$ cat src/hw/rtl/prw_pkg.sv
// Package for the packet reorder window.
// Holds field widths, reset values, register indexes, opcodes, status codes and states.
// No dependencies.
package prw_pkg;

    localparam int SEQ_W    = 32;
    localparam int HANDLE_W = 32;
    localparam int STATUS_W = 2;
    localparam int CFG_IDX_W = 2;

    localparam int DEF_WINDOW_SLOTS = 64;

    localparam logic [SEQ_W-1:0] RESET_BASE_SEQ  = 32'd0;
    localparam logic [SEQ_W-1:0] RESET_HIGH_MARK = 32'd1000000;
    localparam logic [SEQ_W-1:0] RESET_LOW_MARK  = 32'd100000;

    // Register indexes on the configuration port
    localparam logic [CFG_IDX_W-1:0] REG_BASE_SEQ  = 2'd0;
    localparam logic [CFG_IDX_W-1:0] REG_HIGH_MARK = 2'd1;
    localparam logic [CFG_IDX_W-1:0] REG_LOW_MARK  = 2'd2;

    // Request opcodes
    localparam logic OP_INSERT = 1'b0;
    localparam logic OP_FLUSH  = 1'b1;

    // Result status codes
    localparam logic [STATUS_W-1:0] STAT_OK      = 2'd0;
    localparam logic [STATUS_W-1:0] STAT_OUTSIDE = 2'd1;
    localparam logic [STATUS_W-1:0] STAT_REFUSED = 2'd2;

    typedef enum logic [1:0] {
        ST_IDLE,
        ST_SCAN,
        ST_EMIT
    } prw_state_t;

endpackage

$ cat src/hw/rtl/packet_reorder_window.sv
// Insert: one request per cycle unless the result register is held; the result is registered
//   and shows the cycle after accept. Flush: walk the window one slot per cycle, pausing on
//   each stored handle, which is read through the single read port of the handle memory and
//   then emitted. No request is taken while a flush runs.
// Reset: clears present bits, the wrap flag, config to defaults; the handle memory is not cleared.
// Top level of the packet reorder window; depends on prw_pkg.
module packet_reorder_window
    import prw_pkg::*;
#(
    parameter int WINDOW_SLOTS = DEF_WINDOW_SLOTS
) (
    input  logic                 clk,
    input  logic                 rst_n,
    // request channel
    input  logic                 in_valid,
    output logic                 in_ready,
    input  logic                 op,
    input  logic [SEQ_W-1:0]     seq,
    input  logic [HANDLE_W-1:0]  packet_handle,
    // result channel
    output logic                 out_valid,
    input  logic                 out_ready,
    output logic [STATUS_W-1:0]  status,
    output logic                 handle_valid,
    output logic [HANDLE_W-1:0]  packet_handle_res,
    output logic                 last,
    // configuration channel
    input  logic                 cfg_valid,
    output logic                 cfg_ready,
    input  logic [CFG_IDX_W-1:0] cfg_index,
    input  logic [SEQ_W-1:0]     cfg_data
);

    localparam int IDX_W = (WINDOW_SLOTS > 1) ? $clog2(WINDOW_SLOTS) : 1;
    // Offsets at or above this are outside the window; the last slot is never used.
    localparam logic [SEQ_W-1:0] OFF_LIMIT = SEQ_W'(WINDOW_SLOTS - 1);

    // Configuration registers
    logic [SEQ_W-1:0] base_seq_reg, base_seq_next;
    logic [SEQ_W-1:0] high_mark_reg, high_mark_next;
    logic [SEQ_W-1:0] low_mark_reg, low_mark_next;

    // Control state
    prw_state_t              state_reg, state_next;
    logic [WINDOW_SLOTS-1:0] present_reg, present_next;
    logic                    wrap_flag_reg, wrap_flag_next;
    logic [IDX_W-1:0]        idx_reg, idx_next;
    logic                    last_pend_reg, last_pend_next;

    // Result register
    logic                out_valid_reg, out_valid_next;
    logic [STATUS_W-1:0] status_reg, status_next;
    logic                hvalid_reg, hvalid_next;
    logic [HANDLE_W-1:0] handle_reg, handle_next;
    logic                last_reg, last_next;

    // Handle memory: one write port, one registered read port
    logic [HANDLE_W-1:0] slot_mem [WINDOW_SLOTS];
    logic [HANDLE_W-1:0] rd_data_reg;
    logic                mem_wr_en;
    logic [IDX_W-1:0]    mem_wr_idx;
    logic                mem_rd_en;

    logic                out_free;
    logic                in_accept;
    logic [SEQ_W-1:0]    offset;
    logic                raise_flag;
    logic                refuse;
    logic                in_window;
    logic [WINDOW_SLOTS-1:0] present_clr;

    // The result register is free when empty or being drained this cycle.
    assign out_free  = !out_valid_reg || out_ready;
    assign in_ready  = (state_reg == ST_IDLE) && out_free;
    assign in_accept = in_valid && in_ready;
    assign cfg_ready = 1'b1;

    // Wrap guard and window offset for an insert
    assign raise_flag = !wrap_flag_reg && (seq > high_mark_reg);
    assign refuse     = wrap_flag_reg && (seq < low_mark_reg);
    assign offset     = seq - base_seq_reg;
    assign in_window  = offset < OFF_LIMIT;

    // Present bits with the scanned slot dropped; bits below idx are already clear,
    // so an all-zero vector marks the final handle of the flush.
    always_comb
    begin
        present_clr          = present_reg;
        present_clr[idx_reg] = 1'b0;
    end

    // Next state
    always_comb
    begin
        state_next = state_reg;
        unique case (state_reg)
            ST_IDLE:
            begin
                if (in_accept && (op == OP_FLUSH) && (present_reg != '0))
                begin
                    state_next = ST_SCAN;
                end
            end
            ST_SCAN:
            begin
                if (present_reg[idx_reg])
                begin
                    state_next = ST_EMIT;
                end
            end
            ST_EMIT:
            begin
                if (out_free)
                begin
                    state_next = last_pend_reg ? ST_IDLE : ST_SCAN;
                end
            end
            default:
            begin
                state_next = ST_IDLE;
            end
        endcase
    end

    // Datapath and outputs
    always_comb
    begin
        base_seq_next  = base_seq_reg;
        high_mark_next = high_mark_reg;
        low_mark_next  = low_mark_reg;
        present_next   = present_reg;
        wrap_flag_next = wrap_flag_reg;
        idx_next       = idx_reg;
        last_pend_next = last_pend_reg;
        out_valid_next = out_valid_reg && !out_ready;
        status_next    = status_reg;
        hvalid_next    = hvalid_reg;
        handle_next    = handle_reg;
        last_next      = last_reg;
        mem_wr_en      = 1'b0;
        mem_wr_idx     = offset[IDX_W-1:0];
        mem_rd_en      = 1'b0;

        // Config writes land on every accepted write; unknown indexes drop silently.
        if (cfg_valid && cfg_ready)
        begin
            unique case (cfg_index)
                REG_BASE_SEQ:  base_seq_next  = cfg_data;
                REG_HIGH_MARK: high_mark_next = cfg_data;
                REG_LOW_MARK:  low_mark_next  = cfg_data;
                default:       ;
            endcase
        end

        unique case (state_reg)
            ST_IDLE:
            begin
                if (in_accept)
                begin
                    hvalid_next    = 1'b0;
                    handle_next    = '0;
                    last_next      = 1'b1;
                    status_next    = STAT_OK;
                    idx_next       = '0;
                    if (op == OP_INSERT)
                    begin
                        out_valid_next = 1'b1;
                        if (refuse)
                        begin
                            wrap_flag_next = 1'b0;
                            status_next    = STAT_REFUSED;
                        end
                        else
                        begin
                            if (raise_flag)
                            begin
                                wrap_flag_next = 1'b1;
                            end
                            if (in_window)
                            begin
                                mem_wr_en                         = 1'b1;
                                present_next[offset[IDX_W-1:0]]   = 1'b1;
                            end
                            else
                            begin
                                status_next = STAT_OUTSIDE;
                            end
                        end
                    end
                    else if (present_reg == '0)
                    begin
                        // Empty flush: a single closing result
                        out_valid_next = 1'b1;
                    end
                end
            end
            ST_SCAN:
            begin
                if (present_reg[idx_reg])
                begin
                    mem_rd_en      = 1'b1;
                    present_next   = present_clr;
                    last_pend_next = (present_clr == '0);
                end
                else
                begin
                    idx_next = idx_reg + 1'b1;
                end
            end
            ST_EMIT:
            begin
                if (out_free)
                begin
                    out_valid_next = 1'b1;
                    status_next    = STAT_OK;
                    hvalid_next    = 1'b1;
                    handle_next    = rd_data_reg;
                    last_next      = last_pend_reg;
                    idx_next       = idx_reg + 1'b1;
                end
            end
            default:
            begin
                out_valid_next = 1'b0;
            end
        endcase
    end

    // Control and config registers
    always_ff @(posedge clk or negedge rst_n)
    begin
        if (!rst_n)
        begin
            state_reg     <= ST_IDLE;
            present_reg   <= '0;
            wrap_flag_reg <= 1'b0;
            idx_reg       <= '0;
            last_pend_reg <= 1'b0;
            out_valid_reg <= 1'b0;
            base_seq_reg  <= RESET_BASE_SEQ;
            high_mark_reg <= RESET_HIGH_MARK;
            low_mark_reg  <= RESET_LOW_MARK;
        end
        else
        begin
            state_reg     <= state_next;
            present_reg   <= present_next;
            wrap_flag_reg <= wrap_flag_next;
            idx_reg       <= idx_next;
            last_pend_reg <= last_pend_next;
            out_valid_reg <= out_valid_next;
            base_seq_reg  <= base_seq_next;
            high_mark_reg <= high_mark_next;
            low_mark_reg  <= low_mark_next;
        end
    end

    // Result payload; qualified by out_valid_reg
    always_ff @(posedge clk)
    begin
        status_reg <= status_next;
        hvalid_reg <= hvalid_next;
        handle_reg <= handle_next;
        last_reg   <= last_next;
    end

    // Handle memory with registered read
    always_ff @(posedge clk)
    begin
        if (mem_wr_en)
        begin
            slot_mem[mem_wr_idx] <= packet_handle;
        end
        if (mem_rd_en)
        begin
            rd_data_reg <= slot_mem[idx_reg];
        end
    end

    assign out_valid         = out_valid_reg;
    assign status            = status_reg;
    assign handle_valid      = hvalid_reg;
    assign packet_handle_res = handle_reg;
    assign last              = last_reg;

    // A scan always has at least one stored handle left to find.
    a_scan_nonempty: assert property (@(posedge clk) disable iff (!rst_n)
        (state_reg == ST_SCAN) |-> (present_reg != '0))
        else $error("scan running over an empty window");

    // Emitting the final handle returns to idle with the window empty.
    a_flush_done: assert property (@(posedge clk) disable iff (!rst_n)
        (state_reg == ST_EMIT && out_free && last_pend_reg)
        |=> (state_reg == ST_IDLE && present_reg == '0 && out_valid && last))
        else $error("flush did not finish cleanly");

    // A refused insert clears the wrap flag and reports refusal.
    a_refuse: assert property (@(posedge clk) disable iff (!rst_n)
        (in_accept && op == OP_INSERT && refuse)
        |=> (out_valid && status == STAT_REFUSED && !wrap_flag_reg))
        else $error("wrap refusal not reported");

    // A flushed handle without the closing mark only shows while the flush still runs.
    a_last_mark: assert property (@(posedge clk) disable iff (!rst_n)
        (out_valid && handle_valid && !last) |-> (state_reg != ST_IDLE))
        else $error("intermediate flush result after the flush ended");

endmodule

$ cat config.mk
export PLATFORM = sky130hd
export DESIGN_NAME = packet_reorder_window
export DESIGN_NICKNAME = d
export VERILOG_FILES = /design/src/hw/rtl/prw_pkg.sv /design/src/hw/rtl/packet_reorder_window.sv
export SDC_FILE = /design/constraint.sdc
export NUM_CORES = 2
export LEC_CHECK = 0
export CORE_MARGIN = 1.5
export CORE_UTILIZATION = 30
export CTS_CLUSTER_DIAMETER = 30
export DETAILED_ROUTE_END_ITERATION = 12
export DONT_BUFFER_PORTS = 1
export HOLD_SLACK_MARGIN = 0.15
export SYNTH_ARGS = -nofsm -noshare
export SYNTH_HDL_FRONTEND = slang
export SYNTH_SLANG_ARGS = --single-unit
$ cat constraint.sdc
create_clock -name clk -period 15.9 [get_ports clk]
set_clock_uncertainty 0.2 [all_clocks]
set_input_delay 0.795 -clock clk [delete_from_list [all_inputs] [get_ports clk]]
set_output_delay 0.795 -clock clk [all_outputs]
set_load 0.01 [all_outputs]
==> flow_summary.yaml <==
place:
  portBuffers: 0
  dp_hpwl_mm: 162
  place.gp.congestion: 0.927
  dpl_worst_slack_ns: 9.67
  dp_cells: 9066
global_route:
  overflow: 0
  grt_pass1_wl_mm: 401
  grt_usage_pct: 18.6
  grt_max_degree: 172
  grt_pass1_vias: 53700
  antenna_found_initial: 18
critical_path:
  required_ns: 16.32
  rrSetupSlack_ns: 10.15
  critPathKind: "register to register"
  reg2reg_depth: 14
  arrival_ns: 6.16
  end_kind: "register"
  critPathMaxFanout: 32
  r2r-start: "base_seq_reg[0]"
  critPathLaunchType: "register"
  worstReg2RegEnd: "slot_mem[56][15]"
synth:
  yosysTopAreaCell: "edfxtp_1"
  async_reset_ff_share_pct: 7.48
  ys_warn_count: 0
  synth.distinct_cells: 87
  syn_avg_cell_area_sq_um: 16.6
  synth_area_leaders: "edfxtp_1 72%, a22oi_1 7.6%, dfrtp_1 4.5%"
  synth-edff-count: 2116
  synthFlopType: "edfxtp_1"
  ys_seq_area_share_pct: 77.1
  synth_cells: 5314
  ys_seq_elements: 2287
  synth_area_sq_um: 88000
  yosysTopAreaCellShare_pct: 72.2
route:
  routed_wirelength_mm: 285
  dr.pass1.iters: 9
  drtIter0Drc: 7919
  wl_per_cell_um: 28.8
  num_vias: 55400
  viasPerCell: 5.60
  drc: 0
  postRouteAntennaNets: 0
power_and_ir_drop:
  peakVddDrop_uv: 130
  switching_share_pct: 28.8
  seqPwrFrac_pct: 37.5
  pwr-share-clk_pct: 45.7
  internal-power_w: 0.0132
  p_leak_nw: 34.3
  combPwrFrac_pct: 16.8
  power_density_nw_per_um2: 171
  p_total_w: 0.0185
  p_sw_w: 0.00534
timing:
  finalSetupTns_ns: 0
  fin_crit_sh_pct: 36.1
  fmax_ghz: 0.174
  rsz0062_at_grt: "no"
  hold_viol_final: 0
  finalSetupViolCount: 0
  setup_ws_ns: 10.15
  report.final.slew_viol_count: 0
  worst_slew_pin_slew_ns: 1.33
  max-slew-margin-rel_pct: 10.3
  layout_min_cycle_time_ns: 5.75
worst_hold_path:
  hold_path_end: "base_seq_reg[4]"
  whs_path_depth: 4
  hold_path_class: "primary input to register"
  worstHoldStart: "cfg_index[1]"
die:
  io_pins: 143
  die-area_sq_um: 297000
  die_w_um: 545
  core_sq_um: 291000
  row_count: 198
  die_h_um: 545
  floorplan.initialDensity_pct: 30.2
cells_and_area:
  stdcell_count: 9898
  area_growth_pct: 23.2
  drive_above_1_share_pct: 16.9
  nets: 5875
  largest_reg_flops: 2048
  utilization_pct: 37.2
cts:
  clk_path_buf_depth: 4
  htree_levels: 5
  cts.sinks: 2287
  numCtsBuffers: 401
  clk_pin_slew_worst_paths_ns: 0.05
  tritoncts: "done"
  post_cts_resize_count: 0
  clock-root-buffer: "clkbuf_16"
  clock_latency_ns: 0.97
run_status:
  status: "finished clean"
job:
  maxCapViolations: 0
==> Yosys cell counts (all sizes together) (17+ instances only) <==
| cell | count |
|---|---|
| edfxtp | 2116 |
| a22oi | 893 |
| clkbuf | 254 |
| o21ai | 205 |
| dfrtp | 158 |
| a21oi | 143 |
| nand4 | 130 |
| a41oi | 110 |
| inv | 107 |
| ha | 99 |
| nand2 | 97 |
| buf | 90 |
| a22o | 88 |
| nor3 | 88 |
| a221oi | 87 |
| a31oi | 79 |
| a21o | 76 |
| mux2 | 67 |
| nor4 | 67 |
| nor2 | 66 |
| nand3 | 49 |
| and2 | 37 |
| nand2b | 17 |
==> worst max path at each step <==
| stage | startpoint | endpoint | slack (ns) | depth (start not counted) |
|---|---|---|---|---|
| 2_1_floorplan | seq[0] | slot_mem[3][0] | 9.62 | 14 |
| 3_3_place_gp | seq[0] | slot_mem[56][12] | 9.63 | 15 |
| 3_5_place_dp | seq[0] | slot_mem[56][12] | 9.67 | 15 |
| 4_1_cts | base_seq_reg[0] | slot_mem[56][1] | 10.20 | 14 |
| 5_1_grt | base_seq_reg[0] | slot_mem[56][15] | 9.91 | 14 |
| 6_report | base_seq_reg[0] | slot_mem[56][15] | 10.15 | 14 |
==> layout make-up <==
| type | count | area [sq um] |
|---|---|---|
| clock inverters | 260 | 2890 |
| well taps | 3900 | 4880 |
| diodes | 6 | 15.0 |
| flip-flops and latches | 2287 | 67800 |
| fillers | 26800 | 183000 |
| clock buffers | 464 | 10500 |
| inverters | 107 | 402 |
| multi-input cells | 2607 | 19000 |
| repair buffers | 267 | 2950 |
==> cells by family after synthesis <==
group	after synthesis	share of synthesized area, %
flops	2287	77.1
buf+inv	451	2.02
mux	69	0.880
xor+xnor	17	0.169
fa+ha+maj	100	1.43
simple gates	619	3.89
other cells	2	0.00853
compound gates	1769	14.5
==> worst max-delay path, cell delays in order (launching register included) <==
cell and delay, ns:
dfrtp_1 0.37, ha_1 0.20, fa_1 0.43, nand2b_1 0.22
a21boi_2 0.38, o211ai_2 0.18, nand3_1 0.19, a31oi_1 0.12
xnor2_1 0.27, nand4_1 0.15, nor4_1 0.46, nand4_1 0.27
buf_4 0.45, nor3_2 1.02, buf_4 0.47
==> what timing repair did <==
action | in CTS | in global routing
hold buffers | 102 | 0
hold endpoints to repair | 2320 | 0
setup buffers | 0 | 0
==> routing by layer <==
metal  GRT usage [%]  routed length [um]
met2            28.5              128000
met5               0                  57
met1            25.2              113000
met4            7.53               11600
met3            4.63               32100
==> per-stage QoR <==
step | hold slack, ns | area, sq um
global route | 0.258 | 108000
CTS | 0.190 | 108000
detailed placement | 0.265 | 93400
global placement | 0.259 | 93400
finish | 0.250 | 108000
floorplan | 0.241 | 88100
==> cells in the final DEF (no fill, tap or decap), types with 69 or more instances in the layout <==
cell type      count
clkbuf_16        408
dlygate4sd3_1     69
edfxtp_1        2116
nand2_1           96
a31oi_1           79
ha_1              99
a21oi_1          135
buf_4            156
nand4_1          130
o21ai_0          197
a221oi_1          87
dfrtp_1          158
a22o_1            88
inv_1            106
a21o_1            76
a22oi_1          892
a41oi_1          110
==> power by group through the flow <==
stage          clock (W)  combinational (W)  sequential, W
6_report         0.00847            0.00311        0.00694
3_5_place_dp           0            0.00286        0.00705
4_1_cts          0.00853            0.00304        0.00694
3_3_place_gp           0            0.00285        0.00705
5_1_grt          0.00884            0.00323        0.00695
2_1_floorplan          0            0.00162        0.00697
(Power assumes the default switching activity.)
